**src/lse_pkg.sv**
```systemverilog
// shared types and constants for the lsb stego extractor
package lse_pkg;

  localparam int HEADER_COMPONENTS = 3;
  localparam int COMP_W = 8;
  localparam int CHAR_W = 8;
  localparam int HDR_CNT_W = 2;
  localparam int BPC_W = 4;
  localparam int POS_W = 3;

  localparam logic [BPC_W-1:0] BPC_FULL = BPC_W'(8);
  localparam logic [POS_W-1:0] POS_TOP = POS_W'(7);
  localparam logic [CHAR_W-1:0] TERM_CHAR = '0;

  typedef struct packed {
    logic [HDR_CNT_W-1:0] header_count;
    logic [BPC_W-1:0]     bits_per_component;
    logic [CHAR_W-1:0]    byte_accumulator;
    logic [POS_W-1:0]     bit_position;
    logic                 message_done;
  } state_t;

  localparam state_t STATE_RESET = '{
    header_count:       '0,
    bits_per_component: '0,
    byte_accumulator:   '0,
    bit_position:       POS_TOP,
    message_done:       1'b0
  };

  typedef struct packed {
    logic [CHAR_W-1:0] char_byte;
    logic              last;
    logic              found_terminator;
  } result_t;

  typedef struct packed {
    logic [COMP_W-1:0] component;
    logic              start_of_image;
    logic              end_of_image;
  } item_t;

endpackage

```
**src/lse_in_if.sv**
```systemverilog
// input channel: pixel components with image framing
interface lse_in_if
  import lse_pkg::*;
();

  logic              valid;
  logic              ready;
  logic [COMP_W-1:0] component;
  logic              start_of_image;
  logic              end_of_image;

  modport source (output valid, output component, output start_of_image,
                  output end_of_image, input ready);
  modport sink (input valid, input component, input start_of_image,
                input end_of_image, output ready);
endinterface

```
**src/lse_out_if.sv**
```systemverilog
// output channel: recovered message bytes
interface lse_out_if
  import lse_pkg::*;
();

  logic              valid;
  logic              ready;
  logic [CHAR_W-1:0] char_byte;
  logic              last;
  logic              found_terminator;

  modport source (output valid, output char_byte, output last,
                  output found_terminator, input ready);
  modport sink (input valid, input char_byte, input last,
                input found_terminator, output ready);
endinterface

```
**src/lsb_stego_extract.sv**
```systemverilog
// lsb stego extractor top level: state registers and two-slot result buffer
// Recovers a message hidden in the low bits of pixel components. Each accepted
// component passes through combinational step logic and yields zero, one or two
// result items, which wait in a two-slot output buffer. One component is accepted
// per cycle whenever at most one buffered item remains and that one is being
// taken; a component that yields two items (a byte followed by the image-end
// terminator) fills both slots. The header is the bit 0 values of the first
// three components (0 means 8 bits per component).
module lsb_stego_extract
  import lse_pkg::*;
(
  input  logic       clk,
  input  logic       rst,
  lse_in_if.sink     in_ch,
  lse_out_if.source  out_ch
);

  state_t     state;
  state_t     state_next;
  item_t      item;
  result_t    res0;
  result_t    res1;
  logic [1:0] res_count;
  result_t    slot0;
  result_t    slot1;
  logic [1:0] cnt;
  logic       accept;
  logic       pop;

  assign item = '{component: in_ch.component, start_of_image: in_ch.start_of_image,
                  end_of_image: in_ch.end_of_image};

  lse_step u_step (
    .state      (state),
    .item       (item),
    .state_next (state_next),
    .res0       (res0),
    .res1       (res1),
    .res_count  (res_count)
  );

  assign in_ch.ready = (cnt == 2'd0) || (cnt == 2'd1 && out_ch.ready);
  assign accept      = in_ch.valid && in_ch.ready;
  assign pop         = out_ch.valid && out_ch.ready;

  assign out_ch.valid            = (cnt != 2'd0);
  assign out_ch.char_byte        = slot0.char_byte;
  assign out_ch.last             = slot0.last;
  assign out_ch.found_terminator = slot0.found_terminator;

  always_ff @(posedge clk) begin
    if (rst) begin
      state <= STATE_RESET;
      cnt   <= '0;
    end else if (accept) begin
      state <= state_next;
      cnt   <= res_count;
    end else if (pop) begin
      cnt <= cnt - 2'd1;
    end
  end

  always_ff @(posedge clk) begin
    if (accept) begin
      slot0 <= res0;
      slot1 <= res1;
    end else if (pop) begin
      slot0 <= slot1;
    end
  end

  a_cnt_bound: assert property (@(posedge clk) disable iff (rst) cnt <= 2'd2)
    else $error("result buffer overfilled");

  a_last_at_tail: assert property (@(posedge clk) disable iff (rst)
    cnt == 2'd2 |-> !slot0.last)
    else $error("terminator followed by another item");

  a_bpc_valid: assert property (@(posedge clk) disable iff (rst)
    state.header_count == HDR_CNT_W'(HEADER_COMPONENTS) |->
      (state.bits_per_component != '0 && state.bits_per_component <= BPC_FULL))
    else $error("bits per component out of range after header");

  a_hdr_clean: assert property (@(posedge clk) disable iff (rst)
    state.header_count != HDR_CNT_W'(HEADER_COMPONENTS) |->
      (state.byte_accumulator == '0 && state.bit_position == POS_TOP))
    else $error("accumulator touched during header");

endmodule

```
**src/lse_step.sv**
```systemverilog
// per-component extraction logic: next state and up to two result items
module lse_step
  import lse_pkg::*;
(
  input  state_t     state,
  input  item_t      item,
  output state_t     state_next,
  output result_t    res0,
  output result_t    res1,
  output logic [1:0] res_count
);

  state_t            cur;
  logic [BPC_W-1:0]  bpc_hdr;
  logic [BPC_W-1:0]  b;
  logic [BPC_W-1:0]  free;
  logic [BPC_W-1:0]  rem;
  logic [CHAR_W-1:0] mask;
  logic [COMP_W-1:0] cl;
  logic [CHAR_W-1:0] done_byte;
  logic [CHAR_W-1:0] wide;

  always_comb begin
    cur        = item.start_of_image ? STATE_RESET : state;
    state_next = cur;
    res0       = '0;
    res1       = '0;
    res_count  = '0;
    bpc_hdr    = '0;
    b          = BPC_FULL;
    free       = '0;
    rem        = '0;
    mask       = '0;
    cl         = '0;
    done_byte  = '0;
    wide       = '0;

    if (!cur.message_done) begin
      if (cur.header_count < HDR_CNT_W'(HEADER_COMPONENTS)) begin
        bpc_hdr = cur.bits_per_component
                | BPC_W'({3'b000, item.component[0]} << cur.header_count);
        state_next.header_count = cur.header_count + HDR_CNT_W'(1);
        if (state_next.header_count == HDR_CNT_W'(HEADER_COMPONENTS) && bpc_hdr == '0) begin
          bpc_hdr = BPC_FULL;
        end
        state_next.bits_per_component = bpc_hdr;
      end else begin
        if (cur.bits_per_component == '0 || cur.bits_per_component > BPC_FULL) begin
          b = BPC_FULL;
        end else begin
          b = cur.bits_per_component;
        end
        mask = CHAR_W'((9'd1 << b) - 9'd1);
        cl   = item.component & mask;
        free = {1'b0, cur.bit_position} + BPC_W'(1);
        if (b < free) begin
          wide = cl << (free - b);
          state_next.byte_accumulator = cur.byte_accumulator | wide;
          state_next.bit_position     = cur.bit_position - b[POS_W-1:0];
        end else begin
          rem       = b - free;
          done_byte = cur.byte_accumulator | (cl >> rem);
          res_count = 2'd1;
          if (done_byte == TERM_CHAR) begin
            res0                        = '{char_byte: TERM_CHAR, last: 1'b1,
                                            found_terminator: 1'b1};
            state_next.message_done     = 1'b1;
            state_next.byte_accumulator = '0;
            state_next.bit_position     = POS_TOP;
          end else begin
            res0 = '{char_byte: done_byte, last: 1'b0, found_terminator: 1'b0};
            wide = cl << (BPC_FULL - rem);
            state_next.byte_accumulator = wide;
            state_next.bit_position     = POS_TOP - rem[POS_W-1:0];
          end
        end
      end
    end

    if (item.end_of_image && !state_next.message_done) begin
      state_next.message_done = 1'b1;
      if (res_count == 2'd0) begin
        res0 = '{char_byte: TERM_CHAR, last: 1'b1, found_terminator: 1'b0};
      end else begin
        res1 = '{char_byte: TERM_CHAR, last: 1'b1, found_terminator: 1'b0};
      end
      res_count = res_count + 2'd1;
    end
  end

endmodule
```
**src/flat_wrapper.sv**
```systemverilog
// flat-port wrapper written by rule: the top's interface ports become plain ports
module lsb_stego_extract_flat import lse_pkg::*;
  (clk, rst, in_ch_valid, in_ch_component, in_ch_start_of_image, in_ch_end_of_image, in_ch_ready, out_ch_valid, out_ch_char_byte, out_ch_last, out_ch_found_terminator, out_ch_ready);
  lse_in_if in_ch_i ();
  lse_out_if out_ch_i ();
  input  logic clk;
  input  logic rst;
  input wire logic [$bits(in_ch_i.valid)-1:0] in_ch_valid;
  input wire logic [$bits(in_ch_i.component)-1:0] in_ch_component;
  input wire logic [$bits(in_ch_i.start_of_image)-1:0] in_ch_start_of_image;
  input wire logic [$bits(in_ch_i.end_of_image)-1:0] in_ch_end_of_image;
  output wire logic [$bits(in_ch_i.ready)-1:0] in_ch_ready;
  output wire logic [$bits(out_ch_i.valid)-1:0] out_ch_valid;
  output wire logic [$bits(out_ch_i.char_byte)-1:0] out_ch_char_byte;
  output wire logic [$bits(out_ch_i.last)-1:0] out_ch_last;
  output wire logic [$bits(out_ch_i.found_terminator)-1:0] out_ch_found_terminator;
  input wire logic [$bits(out_ch_i.ready)-1:0] out_ch_ready;
  assign in_ch_i.valid = in_ch_valid;
  assign in_ch_i.component = in_ch_component;
  assign in_ch_i.start_of_image = in_ch_start_of_image;
  assign in_ch_i.end_of_image = in_ch_end_of_image;
  assign in_ch_ready = in_ch_i.ready;
  assign out_ch_valid = out_ch_i.valid;
  assign out_ch_char_byte = out_ch_i.char_byte;
  assign out_ch_last = out_ch_i.last;
  assign out_ch_found_terminator = out_ch_i.found_terminator;
  assign out_ch_i.ready = out_ch_ready;
  lsb_stego_extract u_core (.clk(clk), .rst(rst), .in_ch(in_ch_i), .out_ch(out_ch_i));
endmodule
```
**config.mk**
```make
export PLATFORM = sky130hd
export DESIGN_NAME = lsb_stego_extract_flat
export DESIGN_NICKNAME = d
export VERILOG_FILES = /design/src/lse_pkg.sv /design/src/lse_in_if.sv /design/src/lse_out_if.sv /design/src/lsb_stego_extract.sv /design/src/lse_step.sv /design/src/flat_wrapper.sv
export SDC_FILE = /design/constraint.sdc
export NUM_CORES = 1
export LEC_CHECK = 0
export BUFFER_PORTS_ARGS = -buffer_cell sky130_fd_sc_hd__clkbuf_2
export CAP_MARGIN = 15
export CORE_MARGIN = 2
export CORE_UTILIZATION = 45
export DETAILED_ROUTE_END_ITERATION = 8
export GPL_TIMING_DRIVEN = 0
export PLACE_DENSITY = 0.7
export SETUP_SLACK_MARGIN = 0.5
export SYNTH_ARGS = -nofsm -noshare
export SYNTH_HDL_FRONTEND = slang
export SYNTH_SLANG_ARGS = --single-unit
```
**constraint.sdc**
```tcl
create_clock -name clk -period 8.5 [get_ports clk]
set_input_delay 1.7 -clock clk [delete_from_list [all_inputs] [get_ports clk]]
set_output_delay 1.7 -clock clk [all_outputs]
set_load 0.1 [all_outputs]
```
After elaboration in Yosys (flattened, before gate mapping)
Index checks and enable logic that the tools add are counted.
{ "totals": {"regBits": 40, "input_bits": 14, "word_cells": 79, "out_inout_bits": 12} }
{ "classes": {"bitwise": 4, "addsub": 10, "n_lt_le_gt_ge": 3, "n_eq_ne": 2, "shift": 5, "n_reduce_logical": 15, "n_mux": 28} }
{ "ops": {"columns": ["cell", "n"], "rows": [
  ["$mux W10", 8],
  ["$mux W18", 2],
  ["$mux W11", 2],
  ["$mux W4", 4],
  ["$or A8 B8 Y8", 2],
  ["$shl A8 B4 Y8", 2],
  ["$mux W12", 1],
  ["$and A8 B8 Y8", 1],
  ["$logic_not A4 Y1", 2],
  ["$logic_not A8 Y1", 1],
  ["$mux W2", 4],
  ["$shl A1 B4 Y8 const A", 1],
  ["$shr A8 B4 Y8", 1],
  ["$sub A4 B4 Y4", 2],
  ["$sub A8 B1 Y8 const B", 1],
  ["$mux W1", 6],
  ["$mux W6", 1],
  ["$logic_and A1 B1 Y1", 5],
  ["$add A2 B1 Y2 const B", 2],
  ["$add A3 B1 Y4 const B", 1],
  ["$gt A4 B4 Y1 const B", 1],
  ["$logic_not A2 Y1", 2],
  ["$lt A4 B4 Y1", 1],
  ["$or A4 B4 Y4", 1],
  ["11 further kinds", 13]
]} }

Depth between registers and ports, before layout
Gate-level depths: netlist (run 1).
{ "depth": {"depth_word": 20, "depth_mapped": 21, "mapped_depth_nobuf": 17} }

Cells and area by module
Synthesis (run 1) repeated with hierarchy kept, for this count alone.
{ "unflattened": {"hier_cells": 430, "hier_area_um2": 3490.8} }
{ "modules_own_cells": {"columns": ["mod", "cells_each", "area_each_um2", "seq_area_each_um2", "instances"], "rows": [
  ["lse_step", 299, 1919.3, 0.0, 1],
  ["lsb_stego_extract", 131, 1571.5, 1001.0, 1]
]} }

Worst setup path after synthesis (run 1)
No wires, ideal clock.
{ "synth_path": {"path_type": "in2reg", "start": "input port in_ch_start_of_image", "end": "register u_core.cnt[0]", "path_buffers": 5, "t_arrival_ns": 5.561, "slack_ns": 2.805, "stages": 20, "t_required_ns": 8.367, "setup_time_ns": 0.133, "path_cell_list": "buf_2 -> clkbuf_1 -> or2_2 -> ha_1 -> xnor2_1 -> ha_1 -> buf_2 -> and3b_1 -> or4_1 -> nand2_1 -> a22o_1 -> a22oi_1 -> and2_0 -> and4_4 -> buf_6 -> buf_2 -> a221oi_1 -> ha_1 -> o21ai_0 -> a211oi_1"} }
{ "synth_between": {"elab_chain_cells": 20, "word_cells_on_any_way": 29, "classes_between": "add/sub: 4; order compare: 3; shift: 2; mux: 13; bitwise: 2; reduce/logical: 5"} }
{ "synth_lines": {"columns": ["item", "line_no", "rtl"], "rows": [
  ["start: declaration", "flat_wrapper.sv:10", "input wire logic [$bits(in_ch_i.start_of_image)-1:0] in_ch_start_of_image;"],
  ["$mux W18 *", "lse_step.sv:24", "cur = item.start_of_image ? STATE_RESET : state;"],
  ["$gt A4 B4 Y1 / $logic_not A4 Y1 (equally long branches)", "lse_step.sv:48", "if (cur.bits_per_component == '0 || cur.bits_per_component > BPC_FULL) begin"],
  ["$logic_or A1 B1 Y1", "lse_step.sv:48", null],
  ["$mux W4", "lse_step.sv:48", null],
  ["$mux W4", "lse_step.sv:39", "if (cur.header_count < HDR_CNT_W'(HEADER_COMPONENTS)) begin"],
  ["$mux W4", "lse_step.sv:38", "if (!cur.message_done) begin"],
  ["$shl A1 B4 Y8", "lse_step.sv:53", "mask = CHAR_W'((9'd1 << b) - 9'd1);"],
  ["$sub A8 B1 Y8", "lse_step.sv:53", null],
  ["(+4 left out)", null, null],
  ["$mux W1", "lse_step.sv:64", "if (done_byte == TERM_CHAR) begin"],
  ["$mux W1", "lse_step.sv:56", "if (b < free) begin"],
  ["$mux W12", "lse_step.sv:39", null],
  ["$mux W18", "lse_step.sv:38", null],
  ["$logic_not A1 Y1", "lse_step.sv:80", "if (item.end_of_image && !state_next.message_done) begin"],
  ["$logic_and A1 B1 Y1", "lse_step.sv:80", null],
  ["$mux W2 *", "lse_step.sv:80", null],
  ["$mux W2 *", "lsb_stego_extract.sv:55", "end else if (accept) begin"],
  ["end signal: assignment", "lsb_stego_extract.sv:57", "cnt <= res_count;"],
  ["end signal: assignment", "lsb_stego_extract.sv:59", "cnt <= cnt - 2'd1;"],
  ["end: declaration", "lsb_stego_extract.sv:26", "logic [1:0] cnt;"]
]} }
Mark *: on every way between the ends. The rest lies on a longest branch, timed or not. The select of a mux whose other input is x is not followed.
A chain may end at the register's enable or synchronous reset.

Worst setup path after layout (run 1)
Ends and elaborated chain as after synthesis.

==> results of run 1 <==
-- critical path, stage by stage --
cell      delay (ps)
clkbuf_2         110
buf_2            210
clkbuf_1         240
nor2_1           310
inv_1            110
ha_1             220
xnor2_1          230
ha_1             280
buf_2            180
xor2_1           500
o211ai_1         220
nand2_1          240
a22o_1           160
a22oi_1          110
and2_0           200
and4_4           190
buf_6            130
buf_2            180
a221oi_1         280
ha_1             300
o21ai_0          160
a211oi_1          90
-- final cells by class --
class | instances | area [um^2] | share of cell area [%]
timing repair buffer | 24 | 120.1 | 3.756
buffer | 25 | 120.1 | 3.756
multi-input combinational | 302 | 1939 | 60.64
tap | 77 | 96.34 | 3.013
sequential | 31 | 730.7 | 22.85
inverter | 21 | 78.83 | 2.465
clock buffer | 7 | 107.6 | 3.365
clock inverter | 1 | 5.005 | 0.1565
-- per-layer routing --
| metal | vias up | GRT usage (%) |
|---|---|---|
| li1 | 1442 | - |
| met1 | 1392 | 30.48 |
| met2 | 111 | 40.22 |
| met3 | 15 | 3.462 |
| met4 | 0 | 7.771 |
| met5 | - | 0 |
-- synthesized netlist by cell type, types with 8 or more instances --
master / count
inv_1: 21
a21oi_1: 35
nand2_1: 46
nand2b_1: 9
edfxtp_1: 11
a31oi_1: 8
nor2_1: 37
o211ai_1: 11
dfxtp_1: 20
ha_1: 14
clkbuf_1: 14
o21ai_0: 20
nand3_1: 9
-- where the power goes --
part           switching, mW  total, mW  internal [mW]
clock                 0.0593      0.142         0.0830
combinational          0.176      0.233         0.0568
sequential           0.00518      0.174          0.169
total                  0.241      0.549          0.308
-- worst max-delay path by stage --
stage / from / end / cells after the start / slack (ps)
finish: in_ch_start_of_image / u_core.cnt[0] / 22 / 2320
global route: in_ch_start_of_image / u_core.cnt[0] / 22 / 2020
CTS: in_ch_start_of_image / u_core.cnt[0] / 22 / 2380
detailed placement: in_ch_start_of_image / u_core.cnt[0] / 22 / 2080
global placement: in_ch_start_of_image / u_core.cnt[0] / 22 / 2170
floorplan: in_ch_start_of_image / u_core.cnt[0] / 20 / 2810
-- cells by family (layout without fill, tap and decap cells) --
group           after synthesis  count (layout)  synth area share [%]
compound gates              118             118                 26.95
xor+xnor                      9               9                 2.748
fa+ha+maj                    17              17                 8.199
buf+inv                      46              78                 6.934
flops                        31              31                 25.47
mux                           8               8                 3.314
other cells                   1               1                0.1307
simple gates                149             149                 26.25
-- through the flow --
step                      utilization [%]  hold slack (ps)
after global placement              49.44            493.1
after floorplan                         -            475.3
after detailed placement            49.44            499.1
final                               51.24            509.3
after global routing                51.24            525.4
after CTS                           51.24            509.2
-- state kept, by name (all words and copies together) (netlist names) --
| signal | count |
|---|---|
| u_core.out_ch.char_byte | 8 |
| u_core.out_ch.found_terminator | 1 |
| u_core.slot1 | 1 |
| u_core.out_ch.last | 1 |
| u_core.cnt | 2 |
| u_core.state | 18 |
==> impl_metrics.csv, run 1 <==
group,metric,value,unit
sta,rsz0062_at_grt,"no",
synthesis,syn_nets,410,
synthesis,synth.top_cells.by_area,"dfxtp_1 (14%), edfxtp_1 (12%), a21oi_1 (6.1%)",
clock_tree,hold_buffers,0,
sta,finClkSkew,5.333,ps
global_routing,grt_use_total,23.54,%
die,start_util,45.97,%
synthesis,yosys_warnings,0,
detailed_routing,drt_iter0_markers,277,
synthesis,yosysSeqAreaShare,25.47,%
sta,hold_viol_final,0,
worst_hold_path,timing.hold.worst.start,"u_core.cnt[1]",
clock_tree,postCtsSetupBuffers,0,
sta,fmax,161.9,MHz
cells_and_area,layout_commonest_cell,"nand2_1",
sta,period_share,72.68,%
setup_path,cp_data_arrival_time,6340,ps
placement,dp.cells,480,
detailed_routing,drc_errors,0,
setup_path,reg2regPathDepth,19,
die,ios,26,
setup_path,worst-setup-path-type,"in -> reg",
clock_tree,cts_buffers,5,
worst_hold_path,whs_endpoint,"u_core.cnt[1]",
pwr,ir_worst_vdd,0.1073,mV
placement,dp_slack,2082,ps
synthesis,synth_top_cell_by_area,"dfxtp_1",
detailed_routing,route.vias.total,2960,
clock_tree,cts_buffer_depth,2,
detailed_routing,top_layer,"met4",
global_routing,grt_overflow,0,
sta,tns,0,ps
die,core,0.006241,mm^2
clock_tree,insertion_delay,290,ps
run_status,status,"finished clean",
sta,worst_pin_slew,950.9,ps
clock_tree,cts_tree,"done",
setup_path,worstReg2RegStart,"u_core.state[1]",
flow_run,drv_cap,0,
global_routing,grt_max_degree,15,
cells_and_area,antennaDiodeCount,0,
synthesis,syn_inst,379,
placement,dpl_cell_area,0.003085,mm^2
pwr,p_leak,1.290,nW
setup_path,r2r_slack,3990,ps
die,num_rows,29,
global_routing,grt_pass1_wl,13430,um
sta,slew_violations,0,
detailed_routing,dr.pass1.iters,5,
synthesis,syn_avg_cell_area,7.570,um^2
sta,fin_ws,2322,ps
pwr,p_total,0.5492,mW
cells_and_area,postLayoutCellArea,0.003198,mm^2
synthesis,synth_flop_cell,"dfxtp_1",
detailed_routing,dr_wl_met2,3881,um
clock_tree,cts-resized-gates,0,
cells_and_area,mostFrequentLayoutCells,"nand2_1 (46), nor2_1 (37), a21oi_1 (35), clkbuf_2 (24), inv_1 (21)",
synthesis,ys_types,68,
placement,hpwl,6293,um
synthesis,synth-seq-cells,31,
synthesis,synth-edff-count,11,
detailed_routing,avgViaCountPerCell,6.066,
detailed_routing,routedWlPerCell,16.68,um
detailed_routing,wl_met3,437,um
clock_tree,ctsHtreeMaxLevel,2,
synthesis,synth_async_sr_flop_share,0,%
setup_path,crit_required,8660,ps
clock_tree,clock_sinks,31,
global_routing,antenna_found_initial,0,
worst_hold_path,min_delay_path_depth,2,
setup_path,crit_fanout,10,
synthesis,synth_top_area_share,13.96,%
cells_and_area,instances_no_fill,488,
cells_and_area,n_fill_cell,636,
die,die_h,83.85,um
global_routing,grt_pass1_vias,2773,
clock_tree,path_clk_slew,70,ps
placement,gp_congestion,0.9687,
cells_and_area,syn_to_final_growth,11.47,%
setup_path,startpoint_type,"input port",
die,die_w,83.85,um
setup_path,r2r-end,"u_core.cnt[0]",
detailed_routing,ant_nets,0,
worst_hold_path,hp-class,"reg -> reg",
sta,setup_violations,0,
cells_and_area,layout-drive-gt1-share,13.38,%
sta,period_needed,6178,ps
detailed_routing,met1_length,3655,um
cells_and_area,fin_nets,441,
setup_path,end_kind,"flop",
detailed_routing,wl,8138,um
clock_tree,cts_root_buf,"clkbuf_8",
sta,max_slew_margin,36.15,%
pwr,p_per_area,171.7,mW/mm^2
die,die_area,0.007030,mm^2
synthesis,synthesis.area,0.002869,mm^2
placement,io_buffers,24,
(Power assumes the default switching activity.)
==> inputs of run 2 (changes only) <==
--- a/config.mk
+++ b/config.mk
@@ -11,7 +11,7 @@
 export CORE_UTILIZATION = 45
 export DETAILED_ROUTE_END_ITERATION = 8
 export GPL_TIMING_DRIVEN = 0
-export PLACE_DENSITY = 0.7
+export PLACE_DENSITY = 0.73
 export SETUP_SLACK_MARGIN = 0.5
 export SYNTH_ARGS = -nofsm -noshare
 export SYNTH_HDL_FRONTEND = slang
==> constraint.sdc (replaced) <==
create_clock -name clk -period 5.6 [get_ports clk]
set_input_delay 1.12 -clock clk [delete_from_list [all_inputs] [get_ports clk]]
set_output_delay 1.12 -clock clk [all_outputs]
set_load 0.1 [all_outputs]
==> run 2 against run 1 <==
  * Clock power grew 54%
  * Die area unchanged
  * Highest routed layer unchanged
  * Sequential share of layout area fell by 0.69 points
  * First-iteration DRC count is 12% lower
  * Global-route usage decreased by 0.17 points
  * Power increased by 53%
  * Count of clock-buffer cells in the layout down 2
  * Clock skew increased by 3.0 ps
  * Sequential power is 52% higher
  * Wire length rose by 0.72%
  * Setup slack got worse by 1700 ps
  * Non-clock buffer count up 3
  * Critical path type unchanged
==> impl_metrics.csv, run 2 (synthesis results as in run 1) <==
group,metric,value,unit
sta,tns,0,ps
cells_and_area,fin_nets,444,
clock_tree,path_clk_slew,70,ps
die,core,0.006241,mm^2
clock_tree,cts_tree,"done",
placement,gp_congestion,0.9468,
sta,fmax,201.2,MHz
sta,period_share,88.76,%
setup_path,crit_fanout,10,
setup_path,cp_data_arrival_time,5120,ps
global_routing,antenna_found_initial,0,
cells_and_area,largest_register_ffs,18,
die,die_h,83.85,um
detailed_routing,avgViaCountPerCell,6.118,
die,ios,26,
sta,hold_viol_final,0,
detailed_routing,ant_nets,0,
clock_tree,clock_sinks,31,
detailed_routing,drt_iter0_markers,243,
global_routing,grt_max_degree,15,
pwr,p_per_area,255.5,mW/mm^2
clock_tree,cts_root_buf,"clkbuf_8",
pwr,ir_worst_vdd,0.1452,mV
pwr,p_total,0.8426,mW
global_routing,grt_use_total,23.37,%
sta,finClkSkew,8.377,ps
clock_tree,ctsHtreeMaxLevel,2,
placement,hpwl,6251,um
clock_tree,insertion_delay,290,ps
run_status,status,"finished clean",
cells_and_area,largest-register,"u_core.state",
flow_run,drv_cap,0,
sta,max_slew_margin,37.15,%
detailed_routing,routedWlPerCell,16.69,um
global_routing,grt_pass1_wl,13350,um
clock_tree,cts_buffers,5,
sta,rsz0062_at_grt,"no",
sta,worst_pin_slew,936.0,ps
die,start_util,45.97,%
detailed_routing,route.vias.total,3004,
die,die_area,0.007030,mm^2
cells_and_area,mostFrequentLayoutCells,"nand2_1 (44), nor2_1 (36), a21oi_1 (34), clkbuf_2 (24), inv_1 (21)",
setup_path,startpoint_type,"input port",
placement,io_buffers,24,
setup_path,end_kind,"flop",
clock_tree,hold_buffers,0,
detailed_routing,drc_errors,0,
sta,setup_violations,0,
cells_and_area,layout_commonest_cell,"nand2_1",
global_routing,grt_pass1_vias,2826,
cells_and_area,final_util,52.85,%
die,num_rows,29,
cells_and_area,syn_to_final_growth,14.96,%
sta,whs,509.9,ps
cells_and_area,antennaDiodeCount,0,
setup_path,crit_required,5750,ps
sta,slew_violations,0,
detailed_routing,dr.pass1.iters,5,
global_routing,grt_overflow,0,
cells_and_area,layout-drive-gt1-share,17.15,%
sta,period_needed,4970,ps
worst_hold_path,hp-class,"reg -> reg",
clock_tree,cts_buffer_depth,2,
die,die_w,83.85,um
detailed_routing,wl,8197,um
setup_path,worst-setup-path-type,"in -> reg",
pwr,p_leak,1.330,nW
==> run 2: cell types whose count changed in the layout (fill, tap and decap cells not counted), moves of 2 or more <==
cell,delta
o21ai_0,-2
buf_2,-3
nand2_1,-2
buf_4,+5
buf_6,+2
==> run 2: stage by stage <==
step | area [um^2] | instances | setup WS, ps
floorplan | 2872 | 379 | 518.2
global placement | 3088 | 480 | -151.1
detailed placement | 3088 | 480 | -253.8
CTS | 3266 | 490 | 500.4
global route | 3298 | 491 | 508.6
finish | 3298 | 491 | 629.5
==> run 2: path summary, 6_finish.rpt <==
check             slack [ps]  depth (start not counted)             to                 start
hold reg to reg          510                          2  u_core.cnt[1]         u_core.cnt[1]
setup / recovery         630                         21  u_core.cnt[0]  in_ch_start_of_image
setup reg to reg        1180                         20  u_core.cnt[0]      u_core.state[15]
hold / removal           510                          2  u_core.cnt[1]         u_core.cnt[1]
==> run 2: routing by layer <==
metal	wire (um)	vias to the layer above	GRT usage [%]
li1	-	1450	-
met2	3982	123	39.93
met5	0	-	0
met3	452	22	3.363
met4	240	0	9.238
met1	3521	1409	29.65
==> run 2: worst max-delay path, stage by stage <==
cell and delay, ps:
clkbuf_2 110, buf_6 150, buf_4 170, or2_4 250, ha_2 190, xnor2_2 150
ha_1 320, buf_6 150, and3b_2 230, or3_4 390, nand2_2 100, nand2_1 100
o221a_1 290, and2_1 160, and4_4 180, buf_6 130, buf_4 170, a221oi_2 250
ha_1 280, o21ai_1 130, a211oi_1 80
==> run 2: layout make-up <==
class	instances	area, um^2
Inverter	21	78.83
Timing Repair Buffer	27	142.6
Clock inverter	3	38.79
Sequential cell	31	730.7
Multi-Input combinational cell	302	2003
Buffer	25	138.9
Clock buffer	5	68.82
Tap cell	77	96.34
Fill cell	627	2943
==> run 2: timing repair <==
item,4_1_cts,5_1_grt
pin swaps,5,7
resized for setup,16,10
buffers inserted,2,1
endpoints found under the setup margin,2,2
==> run 2: power breakdown <==
group	switching (mW)	total, mW	internal [mW]
Sequential	0.00818	0.264	0.256
Clock	0.0879	0.218	0.130
Combinational	0.270	0.361	0.0902
